**src/rtl/core/uer_pkg.sv**
```systemverilog
`timescale 1ns / 1ps

package uer_pkg;

    // Field and register widths
    localparam int COUNT_W = 22;     // measurement timer
    localparam int CLK_W   = 28;     // clock_hz register
    localparam int TRIG_W  = 12;     // trigger_ticks register
    localparam int TMO_W   = 22;     // timeout_ticks register
    localparam int DIST_W  = 12;     // distance_mm result
    localparam int IDX_W   = 2;      // config register index
    localparam int CMP_W   = (COUNT_W > TMO_W) ? COUNT_W : TMO_W;

    // Conversion: mm = floor(width * SPEED_NUM / clock_hz) - OFFSET_MM
    localparam int unsigned SPEED_NUM = 190000;
    localparam int SPEED_W   = 18;
    localparam int PROD_W    = COUNT_W + SPEED_W;
    localparam int DIV_CNT_W = $clog2(PROD_W + 1);
    localparam int unsigned OFFSET_MM = 14;
    localparam int unsigned MAX_MM    = 4000;

    // Reset values of the config registers
    localparam logic [CLK_W-1:0]  CLOCK_HZ_RST = CLK_W'(80000000);
    localparam logic [TRIG_W-1:0] TRIG_RST     = TRIG_W'(1200);
    localparam logic [TMO_W-1:0]  TMO_RST      = TMO_W'(1200000);

    // Config register indexes
    localparam logic [IDX_W-1:0] REG_CLOCK_HZ = 2'd0;
    localparam logic [IDX_W-1:0] REG_TRIG     = 2'd1;
    localparam logic [IDX_W-1:0] REG_TIMEOUT  = 2'd2;

    // Measurement phase
    typedef enum logic [1:0] {
        PH_IDLE  = 2'd0,
        PH_TRIG  = 2'd1,
        PH_WAIT1 = 2'd2,
        PH_WAIT2 = 2'd3
    } t_phase;

    // Item sequencer
    typedef enum logic [1:0] {
        SEQ_RUN = 2'd0,
        SEQ_MUL = 2'd1,
        SEQ_DIV = 2'd2,
        SEQ_FIN = 2'd3
    } t_seq;

    // Source of the distance field
    typedef enum logic [1:0] {
        DIST_ZERO = 2'd0,
        DIST_MAX  = 2'd1,
        DIST_QUO  = 2'd2
    } t_dist_sel;

    typedef struct packed {
        logic      echo_load;
        logic      trig_clear;
        logic      trig_inc;
        logic      timer_clear;
        logic      timer_inc;
        logic      capture;
        logic      width_load;
        logic      mul_start;
        logic      div_step;
        logic      out_load;
        logic      out_trig;
        logic      out_busy;
        logic      out_done;
        logic      out_tmo;
        t_dist_sel dist_sel;
    } t_cmd;

    typedef struct packed {
        logic echo_edge;
        logic trig_end;
        logic timeout;
        logic div_last;
        logic out_free;
    } t_sts;

endpackage

```
**src/rtl/core/ultrasonic_echo_ranger.sv**
```systemverilog
`timescale 1ns / 1ps

// Ultrasonic echo ranger. Each input item is one tick of the sampling clock
// carrying the echo pin level, or a start command; every item returns exactly
// one result item with the trigger pin level, busy, done, distance in mm and a
// timeout flag. A start in idle drives the trigger for trigger_ticks items
// (one if zero), then a timer runs: the first echo change captures it, the
// second ends the measurement with distance = floor(width * 190000 /
// clock_hz) - 14, clamped to 0..4000. Reaching timeout_ticks (or timer
// saturation) answers 4000 with the timeout flag. Timing: an ordinary item's
// result is loaded into the output register at the accepting edge, so items
// flow at one per cycle while the output side keeps up. The item carrying the
// closing echo edge captures the width at its accepting edge, then passes a
// multiply step, a 40-step restoring divider (one quotient bit per cycle) and
// a finish step that loads the result once the output register is free;
// no new item is taken meanwhile.
// Config writes are taken at any edge with i_cfg_we high, but must only be made
// while idle.

module ultrasonic_echo_ranger (
    input  logic                       i_clk,
    input  logic                       i_rst_n,
    // config write port
    input  logic                       i_cfg_we,
    input  logic [uer_pkg::IDX_W-1:0]  i_cfg_index,
    input  logic [uer_pkg::CLK_W-1:0]  i_cfg_data,
    // input items
    input  logic                       i_in_valid,
    output logic                       o_in_ready,
    input  logic                       i_opcode,
    input  logic                       i_echo_level,
    // result items
    output logic                       o_out_valid,
    input  logic                       i_out_ready,
    output logic                       o_trigger_level,
    output logic                       o_busy_res,
    output logic                       o_done_res,
    output logic [uer_pkg::DIST_W-1:0] o_distance_mm,
    output logic                       o_timed_out
);

    uer_pkg::t_cmd cmd;
    uer_pkg::t_sts sts;

    // phase and item sequencing
    uer_ctrl u_ctrl (
        .i_clk      (i_clk),
        .i_rst_n    (i_rst_n),
        .i_in_valid (i_in_valid),
        .o_in_ready (o_in_ready),
        .i_opcode   (i_opcode),
        .i_sts      (sts),
        .o_cmd      (cmd)
    );

    // counters, config, distance conversion and output register
    uer_dpath u_dpath (
        .i_clk           (i_clk),
        .i_rst_n         (i_rst_n),
        .i_cfg_we        (i_cfg_we),
        .i_cfg_index     (i_cfg_index),
        .i_cfg_data      (i_cfg_data),
        .i_echo_level    (i_echo_level),
        .i_cmd           (cmd),
        .o_sts           (sts),
        .i_out_ready     (i_out_ready),
        .o_out_valid     (o_out_valid),
        .o_trigger_level (o_trigger_level),
        .o_busy_res      (o_busy_res),
        .o_done_res      (o_done_res),
        .o_distance_mm   (o_distance_mm),
        .o_timed_out     (o_timed_out)
    );

endmodule

```
**src/rtl/core/uer_ctrl.sv**
```systemverilog
`timescale 1ns / 1ps

module uer_ctrl (
    input  logic          i_clk,
    input  logic          i_rst_n,
    input  logic          i_in_valid,
    output logic          o_in_ready,
    input  logic          i_opcode,
    input  uer_pkg::t_sts i_sts,
    output uer_pkg::t_cmd o_cmd
);

    uer_pkg::t_seq   r_seq,   n_seq;
    uer_pkg::t_phase r_phase, n_phase;
    logic            accept;

    always_ff @(posedge i_clk) begin
        if (!i_rst_n) begin
            r_seq   <= uer_pkg::SEQ_RUN;
            r_phase <= uer_pkg::PH_IDLE;
        end else begin
            r_seq   <= n_seq;
            r_phase <= n_phase;
        end
    end

    always_comb begin
        n_seq      = r_seq;
        n_phase    = r_phase;
        o_cmd      = '0;
        o_cmd.dist_sel = uer_pkg::DIST_ZERO;
        o_in_ready = (r_seq == uer_pkg::SEQ_RUN) && i_sts.out_free;
        accept     = o_in_ready && i_in_valid;

        unique case (r_seq)
            uer_pkg::SEQ_RUN: begin
                if (accept) begin
                    o_cmd.echo_load = 1'b1;
                    o_cmd.out_load  = 1'b1;
                    unique case (r_phase)
                        uer_pkg::PH_IDLE: begin
                            if (i_opcode) begin
                                n_phase          = uer_pkg::PH_TRIG;
                                o_cmd.trig_clear = 1'b1;
                                o_cmd.out_trig   = 1'b1;
                            end
                        end
                        uer_pkg::PH_TRIG: begin
                            o_cmd.trig_inc = 1'b1;
                            if (i_sts.trig_end) begin
                                n_phase           = uer_pkg::PH_WAIT1;
                                o_cmd.timer_clear = 1'b1;
                            end else begin
                                o_cmd.out_trig = 1'b1;
                            end
                        end
                        uer_pkg::PH_WAIT1, uer_pkg::PH_WAIT2: begin
                            o_cmd.timer_inc = 1'b1;
                            if (i_sts.echo_edge && r_phase == uer_pkg::PH_WAIT2) begin
                                // closing edge: result comes from the divider
                                n_phase          = uer_pkg::PH_IDLE;
                                n_seq            = uer_pkg::SEQ_MUL;
                                o_cmd.width_load = 1'b1;
                                o_cmd.out_load   = 1'b0;
                            end else begin
                                if (i_sts.echo_edge) begin
                                    o_cmd.capture = 1'b1;
                                    n_phase       = uer_pkg::PH_WAIT2;
                                end
                                if (i_sts.timeout) begin
                                    n_phase        = uer_pkg::PH_IDLE;
                                    o_cmd.out_done = 1'b1;
                                    o_cmd.out_tmo  = 1'b1;
                                    o_cmd.dist_sel = uer_pkg::DIST_MAX;
                                end
                            end
                        end
                        default: n_phase = uer_pkg::PH_IDLE;
                    endcase
                    o_cmd.out_busy = (n_phase != uer_pkg::PH_IDLE);
                end
            end
            uer_pkg::SEQ_MUL: begin
                o_cmd.mul_start = 1'b1;
                n_seq           = uer_pkg::SEQ_DIV;
            end
            uer_pkg::SEQ_DIV: begin
                o_cmd.div_step = 1'b1;
                if (i_sts.div_last) begin
                    n_seq = uer_pkg::SEQ_FIN;
                end
            end
            uer_pkg::SEQ_FIN: begin
                if (i_sts.out_free) begin
                    o_cmd.out_load = 1'b1;
                    o_cmd.out_done = 1'b1;
                    o_cmd.dist_sel = uer_pkg::DIST_QUO;
                    n_seq          = uer_pkg::SEQ_RUN;
                end
            end
            default: n_seq = uer_pkg::SEQ_RUN;
        endcase
    end

endmodule

```
**src/rtl/core/uer_dpath.sv**
```systemverilog
`timescale 1ns / 1ps

module uer_dpath (
    input  logic                             i_clk,
    input  logic                             i_rst_n,
    input  logic                             i_cfg_we,
    input  logic [uer_pkg::IDX_W-1:0]        i_cfg_index,
    input  logic [uer_pkg::CLK_W-1:0]        i_cfg_data,
    input  logic                             i_echo_level,
    input  uer_pkg::t_cmd                    i_cmd,
    output uer_pkg::t_sts                    o_sts,
    input  logic                             i_out_ready,
    output logic                             o_out_valid,
    output logic                             o_trigger_level,
    output logic                             o_busy_res,
    output logic                             o_done_res,
    output logic [uer_pkg::DIST_W-1:0]       o_distance_mm,
    output logic                             o_timed_out
);

    localparam logic [uer_pkg::COUNT_W-1:0] TIMER_MAX = {uer_pkg::COUNT_W{1'b1}};

    logic [uer_pkg::CLK_W-1:0]     r_clock_hz;
    logic [uer_pkg::TRIG_W-1:0]    r_trig_ticks;
    logic [uer_pkg::TMO_W-1:0]     r_tmo_ticks;

    logic                          r_prev_echo;
    logic [uer_pkg::TRIG_W-1:0]    r_trig_cnt;
    logic [uer_pkg::COUNT_W-1:0]   r_timer;
    logic [uer_pkg::COUNT_W-1:0]   r_capture;
    logic [uer_pkg::COUNT_W-1:0]   r_width;

    // divider: r_quo shifts the dividend out at the top, quotient bits in at the bottom
    logic [uer_pkg::PROD_W-1:0]    r_quo;
    logic [uer_pkg::CLK_W-1:0]     r_rem;
    logic [uer_pkg::DIV_CNT_W-1:0] r_div_cnt;

    logic                          r_out_valid;
    logic                          r_trig;
    logic                          r_busy;
    logic                          r_done;
    logic [uer_pkg::DIST_W-1:0]    r_dist;
    logic                          r_tmo;

    logic [uer_pkg::COUNT_W-1:0]   timer_next;
    logic [uer_pkg::TRIG_W-1:0]    trig_cnt_next;
    logic [uer_pkg::CLK_W:0]       rem_sh;
    logic [uer_pkg::CLK_W:0]       rem_sub;
    logic                          rem_ge;
    logic [uer_pkg::DIST_W-1:0]    quo_dist;
    logic [uer_pkg::DIST_W-1:0]    n_dist;
    logic                          out_free;

    assign timer_next    = (r_timer == TIMER_MAX) ? r_timer : r_timer + 1'b1;
    assign trig_cnt_next = r_trig_cnt + 1'b1;
    assign rem_sh        = {r_rem, r_quo[uer_pkg::PROD_W-1]};
    assign rem_sub       = rem_sh - {1'b0, r_clock_hz};
    // clock_hz of zero: every step subtracts, quotient is all ones, saturates to max
    assign rem_ge        = (rem_sh >= {1'b0, r_clock_hz});
    assign out_free      = !r_out_valid || i_out_ready;

    always_comb begin
        if (r_quo < uer_pkg::PROD_W'(uer_pkg::OFFSET_MM)) begin
            quo_dist = '0;
        end else if (r_quo > uer_pkg::PROD_W'(uer_pkg::OFFSET_MM + uer_pkg::MAX_MM)) begin
            quo_dist = uer_pkg::DIST_W'(uer_pkg::MAX_MM);
        end else begin
            quo_dist = uer_pkg::DIST_W'(r_quo - uer_pkg::PROD_W'(uer_pkg::OFFSET_MM));
        end
    end

    always_comb begin
        case (i_cmd.dist_sel)
            uer_pkg::DIST_MAX: n_dist = uer_pkg::DIST_W'(uer_pkg::MAX_MM);
            uer_pkg::DIST_QUO: n_dist = quo_dist;
            default:           n_dist = '0;
        endcase
    end

    always_comb begin
        o_sts.echo_edge = (i_echo_level != r_prev_echo);
        o_sts.trig_end  = (trig_cnt_next >= r_trig_ticks);
        o_sts.timeout   = (uer_pkg::CMP_W'(timer_next) >= uer_pkg::CMP_W'(r_tmo_ticks))
                          || (timer_next == TIMER_MAX);
        o_sts.div_last  = (r_div_cnt == uer_pkg::DIV_CNT_W'(1));
        o_sts.out_free  = out_free;
    end

    // config registers
    always_ff @(posedge i_clk) begin
        if (!i_rst_n) begin
            r_clock_hz   <= uer_pkg::CLOCK_HZ_RST;
            r_trig_ticks <= uer_pkg::TRIG_RST;
            r_tmo_ticks  <= uer_pkg::TMO_RST;
        end else if (i_cfg_we) begin
            unique case (i_cfg_index)
                uer_pkg::REG_CLOCK_HZ: r_clock_hz   <= i_cfg_data;
                uer_pkg::REG_TRIG:     r_trig_ticks <= i_cfg_data[uer_pkg::TRIG_W-1:0];
                uer_pkg::REG_TIMEOUT:  r_tmo_ticks  <= i_cfg_data[uer_pkg::TMO_W-1:0];
                default: ;
            endcase
        end
    end

    // measurement counters
    always_ff @(posedge i_clk) begin
        if (!i_rst_n) begin
            r_prev_echo <= 1'b0;
            r_trig_cnt  <= '0;
            r_timer     <= '0;
            r_capture   <= '0;
        end else begin
            if (i_cmd.echo_load) begin
                r_prev_echo <= i_echo_level;
            end
            if (i_cmd.trig_clear) begin
                r_trig_cnt <= '0;
            end else if (i_cmd.trig_inc) begin
                r_trig_cnt <= trig_cnt_next;
            end
            if (i_cmd.timer_clear) begin
                r_timer   <= '0;
                r_capture <= '0;
            end else if (i_cmd.timer_inc) begin
                r_timer <= timer_next;
                if (i_cmd.capture) begin
                    r_capture <= timer_next;
                end
            end
        end
    end

    // width, product and divider
    always_ff @(posedge i_clk) begin
        if (!i_rst_n) begin
            r_div_cnt <= '0;
        end else begin
            if (i_cmd.mul_start) begin
                r_div_cnt <= uer_pkg::DIV_CNT_W'(uer_pkg::PROD_W);
            end else if (i_cmd.div_step) begin
                r_div_cnt <= r_div_cnt - 1'b1;
            end
        end
    end

    always_ff @(posedge i_clk) begin
        if (i_cmd.width_load) begin
            r_width <= timer_next - r_capture;
        end
        if (i_cmd.mul_start) begin
            r_quo <= uer_pkg::PROD_W'(r_width) * uer_pkg::PROD_W'(uer_pkg::SPEED_NUM);
            r_rem <= '0;
        end else if (i_cmd.div_step) begin
            r_quo <= {r_quo[uer_pkg::PROD_W-2:0], rem_ge};
            r_rem <= rem_ge ? rem_sub[uer_pkg::CLK_W-1:0] : rem_sh[uer_pkg::CLK_W-1:0];
        end
    end

    // output register
    always_ff @(posedge i_clk) begin
        if (!i_rst_n) begin
            r_out_valid <= 1'b0;
        end else if (i_cmd.out_load) begin
            r_out_valid <= 1'b1;
        end else if (i_out_ready) begin
            r_out_valid <= 1'b0;
        end
    end

    always_ff @(posedge i_clk) begin
        if (i_cmd.out_load) begin
            r_trig <= i_cmd.out_trig;
            r_busy <= i_cmd.out_busy;
            r_done <= i_cmd.out_done;
            r_tmo  <= i_cmd.out_tmo;
            r_dist <= n_dist;
        end
    end

    assign o_out_valid     = r_out_valid;
    assign o_trigger_level = r_trig;
    assign o_busy_res      = r_busy;
    assign o_done_res      = r_done;
    assign o_distance_mm   = r_dist;
    assign o_timed_out     = r_tmo;

endmodule

```
**config.mk**
```make
export PLATFORM = sky130hd
export DESIGN_NAME = ultrasonic_echo_ranger
export DESIGN_NICKNAME = d
export VERILOG_FILES = /design/src/rtl/core/uer_pkg.sv /design/src/rtl/core/ultrasonic_echo_ranger.sv /design/src/rtl/core/uer_ctrl.sv /design/src/rtl/core/uer_dpath.sv
export SDC_FILE = /design/constraint.sdc
export NUM_CORES = 1
export LEC_CHECK = 0
export BUFFER_PORTS_ARGS = -buffer_cell sky130_fd_sc_hd__buf_4
export CAP_MARGIN = 25
export CORE_UTILIZATION = 40
export CTS_BUF_LIST = sky130_fd_sc_hd__clkbuf_2 sky130_fd_sc_hd__clkbuf_4 sky130_fd_sc_hd__clkbuf_8
export DETAILED_ROUTE_END_ITERATION = 10
export REMOVE_ABC_BUFFERS = 1
export SYNTH_ARGS = -nofsm -noshare
export SYNTH_HDL_FRONTEND = slang
export SYNTH_HIERARCHICAL = 1
export SYNTH_SLANG_ARGS = --single-unit
```
**constraint.sdc**
```tcl
create_clock -name i_clk -period 7.6 [get_ports i_clk]
set_clock_uncertainty 0.2 [all_clocks]
set_input_delay 1.52 -clock i_clk [delete_from_list [all_inputs] [get_ports i_clk]]
set_output_delay 1.52 -clock i_clk [all_outputs]
set_load 0.01 [all_outputs]
```
==> metrics.md <==
| Metric | Value |
|---|---|
| Final worst-path cycle share | `84.6%` |
| Maximum clock frequency | `0.155 GHz` |
| First-pass GRT wire length | `75.3 mm` |
| Pwr dens | `131 nW/um^2` |
| Hold depth | `2` |
| Core area | `48000 um^2` |
| Post-synth EDFFs | `74` |
| Core Util, Final | `44.6%` |
| Post-synth top area share | `16.6%` |
| Leakage | `0.00959 uW` |
| Share of cells above drive strength 1 | `8.16%` |
| DRC Markers | `0` |
| Total Power | `2800 uW` |
| Prevailing post-synth register cell | `dfxtp_1` |
| Worst setup EP type | `flop` |
| Clock sinks | `236` |
| Root buf cell | `clkbuf_8` |
| Pin count of the biggest net entering global routing | `76` |
| CP max FO | `6` |
| RSZ-0062 raised after global routing | `false` |
| Post-CTS sizing | `0` |
| Routed vias/inst | `5.18` |
| R2R Path End | `u_dpath/r_quo[38]$_DFFE_PP_` |
| Crit path time final | `6430 ps` |
| Top post-synthesis cells by area | `dfxtp_1 (17%), ha_1 (15%), edfxtp_1 (11%)` |
| Register area share after synthesis | `27.9%` |
| Share of flip-flops with an asynchronous set or reset | `0%` |
| Row count | `80` |
| Worst r2r path cells | `20` |
| Min-Delay Path Class | `reg2reg` |
| CTS Hold Bufs | `0` |
| Post-DRT Antenna Nets | `0` |
| Part of the power in combinational logic | `8.1%` |
| Dpl ws | `1120 ps` |
| Syn avg cell area | `8.84 um^2` |
| Most instantiated cells after synthesis | `inv_1 (322), nand2_1 (245), ha_1 (234)` |
| Largest area contributor in the synthesized netlist | `dfxtp_1` |
| Total I/O pin count | `55` |
| Outcome | `complete, no violations` |
| Setup WS post-layout | `1170 ps` |
| Routed WL per cell | `15.8 um` |
| Hold_sp | `u_dpath/r_capture[16]$_SDFFE_PP0P_` |
| GRT busiest layer | `met2` |
| Die Width | `223 um` |
| Seq pwr share | `47.3%` |
| Placer Congestion | `0.882` |
| Setup TNS | `0 ps` |
| Switching share of power | `24.8%` |
| TritonCTS Buffers | `43` |
| Final hold violation count | `0` |
| Worst-path clk slew | `50 ps` |
| IO buf count | `54` |
| Vias | `15000` |
| Met1 Resource Use GR | `24.5%` |
| Met3 usage | `2.45%` |
| Clock Power Share | `44.6%` |
| VDD IR max | `0.138 mV` |
| H-tree levels | `2` |
| Fin. max-slew vios | `0` |
| Diodes inserted | `0` |
| Relative slew slack | `29.6%` |
| TritonCTS clock tree | `built` |
| Vias in the first global route | `14900` |
| Pint | `2110 uW` |
| DRT iter0 DRCs | `774` |
| CP required | `7740 ps` |
| Setup bufs post-CTS | `0` |
| CTS Buffer Depth | `3` |
| Crit Path Class | `reg2reg` |
| Antenna violations before repair | `0` |
| Switching power | `695 uW` |
| Initial Util | `40.8%` |
| Area growth, synth to finish | `9.48%` |
| Slew at the pin closest to its max-slew limit | `1060 ps` |
| Post-Syn Area | `19600 um^2` |
| Yosys reg bits | `236` |
| Clock Latency Late Sink | `600 ps` |
| Die height | `223 um` |
| WL final | `45.6 mm` |
| Crit path arrival time | `6570 ps` |
| Met2 Usage GRT | `31.5%` |
| Hold endpoint | `u_dpath/r_capture[16]$_SDFFE_PP0P_` |
| Cells after synthesis | `2215` |
| Total global routing overflow | `0` |
| Final hold slack | `251 ps` |
| Layout net count | `2626` |
| First drt pass iteration count | `5` |
| Die footprint | `49800 um^2` |
| Netlist cell types | `87` |
| Max-cap viol count | `0` |
| CP Launch Type | `flop` |
| DP HPWL | `36.0 mm` |
| R2R setup slack | `1170 ps` |
| Fill cell count | `4795` |
| Top-count cell post-synth | `inv_1` |
| RR Startpoint | `u_dpath/r_width[10]$_DFFE_PP_` |
| GRT Total Usage | `18.6%` |
| Synthesis warning total | `6` |
| Setup violations, final | `0` |
[routing by layer]
layer	vias up	wire (um)
met5	-	0
met4	0	1100
met3	66	1530
met2	230	21400
met1	7103	21500
li1	7596	-
[registers in the layout, indices dropped and copies added, names as in the netlist, 2 cells and up]
signal / flops
u_dpath/o_distance_mm: 12
u_dpath/r_div_cnt: 6
u_dpath/r_trig_cnt: 12
u_dpath/r_clock_hz: 28
u_dpath/r_quo: 40
u_ctrl/r_phase: 2
u_dpath/r_rem: 28
u_dpath/r_capture: 22
u_dpath/r_width: 22
u_dpath/r_tmo_ticks: 22
u_dpath/r_trig_ticks: 12
u_dpath/r_timer: 22
u_ctrl/r_seq: 2
[power groups by stage]
stage | logic (uW) | clock network (uW) | registers (uW)
final | 226 | 1250 | 1330
after global routing | 252 | 1340 | 1330
after CTS | 226 | 1290 | 1330
after detailed placement | 224 | 0 | 1350
after global placement | 221 | 0 | 1350
after floorplan | 146 | 0 | 1350
[area by class of cell]
class	instances	area, um^2	area share, %
clock inverter	13	103	0.479
multi-input combinational	1577	12600	58.8
clock buffer	64	781	3.64
inverter	323	1210	5.66
timing repair buffer	66	510	2.38
sequential	236	5470	25.5
tap	615	769	3.59
[critical path: stages, from the launching register on]
cell and delay (ps):
edfxtp_1 530, ha_1 390, inv_1 60, fa_1 490
inv_1 60, fa_1 500, fa_1 530, fa_1 550
inv_1 50, fa_1 490, inv_1 40, ha_1 350
a21o_1 200, a21o_1 170, a21o_1 200, a2111o_1 290
a311oi_1 450, o21ai_0 180, a21oi_1 200, xor2_1 160
o21ai_0 90
[cells by family after synthesis]
logic type	after synthesis	synth area share [%]
DFF	236	27.9
xor gates and xnor gates	133	6.03
buffers and inverters	402	7.84
adders and majority gates	342	26.0
and+or+nand+nor	611	14.5
AOI/OAI and AO/OA	464	16.3
muxes	27	1.40
[worst max path at each step]
| stage | from | endpoint | slack (ps) | cells after the start |
|---|---|---|---|---|
| finish | u_dpath/r_width[10]$_DFFE_PP_ | u_dpath/r_quo[38]$_DFFE_PP_ | 1170 | 20 |
| CTS | u_dpath/r_width[10]$_DFFE_PP_ | u_dpath/r_quo[38]$_DFFE_PP_ | 1160 | 20 |
| global placement | u_dpath/r_width[10]$_DFFE_PP_ | u_dpath/r_quo[38]$_DFFE_PP_ | 1200 | 20 |
| global route | u_dpath/r_width[10]$_DFFE_PP_ | u_dpath/r_quo[38]$_DFFE_PP_ | 840 | 20 |
| detailed placement | u_dpath/r_width[10]$_DFFE_PP_ | u_dpath/r_quo[38]$_DFFE_PP_ | 1120 | 20 |
| floorplan | u_dpath/r_width[10]$_DFFE_PP_ | u_dpath/r_quo[38]$_DFFE_PP_ | 1620 | 20 |
[cells in the final DEF (no fill, tap or decap), types with 9 or more instances in the layout]
| master | synthesis | final |
|---|---|---|
| a211oi_1 | 44 | 44 |
| a21boi_0 | 48 | 48 |
| a21o_1 | 48 | 48 |
| a21oi_1 | 104 | 103 |
| and2_1 | 10 | 10 |
| and3_1 | 23 | 23 |
| buf_4 | 2 | 64 |
| clkbuf_4 | 0 | 16 |
| clkbuf_8 | 0 | 48 |
| dfxtp_1 | 162 | 162 |
| edfxtp_1 | 74 | 74 |
| fa_1 | 108 | 108 |
| ha_1 | 234 | 232 |
| inv_1 | 322 | 322 |
| mux2i_1 | 24 | 24 |
| nand2_1 | 245 | 245 |
| nand2b_1 | 19 | 19 |
| nand3_1 | 37 | 37 |
| nand4_1 | 21 | 21 |
| nor2_1 | 150 | 149 |
| nor2b_1 | 21 | 21 |
| nor3_1 | 21 | 21 |
| nor4_1 | 12 | 12 |
| o211ai_1 | 29 | 29 |
| o21a_1 | 9 | 9 |
| o21ai_0 | 89 | 89 |
| o21bai_1 | 12 | 12 |
| xnor2_1 | 60 | 60 |
| xor2_1 | 71 | 71 |
[metrics by stage]
step,cell area [um^2],std cells
floorplan,19300,2136
global placement,20500,2815
detailed placement,20500,2815
CTS,21400,2892
global route,21400,2894
finish,21400,2894
Power figures use the tool's default switching activity.
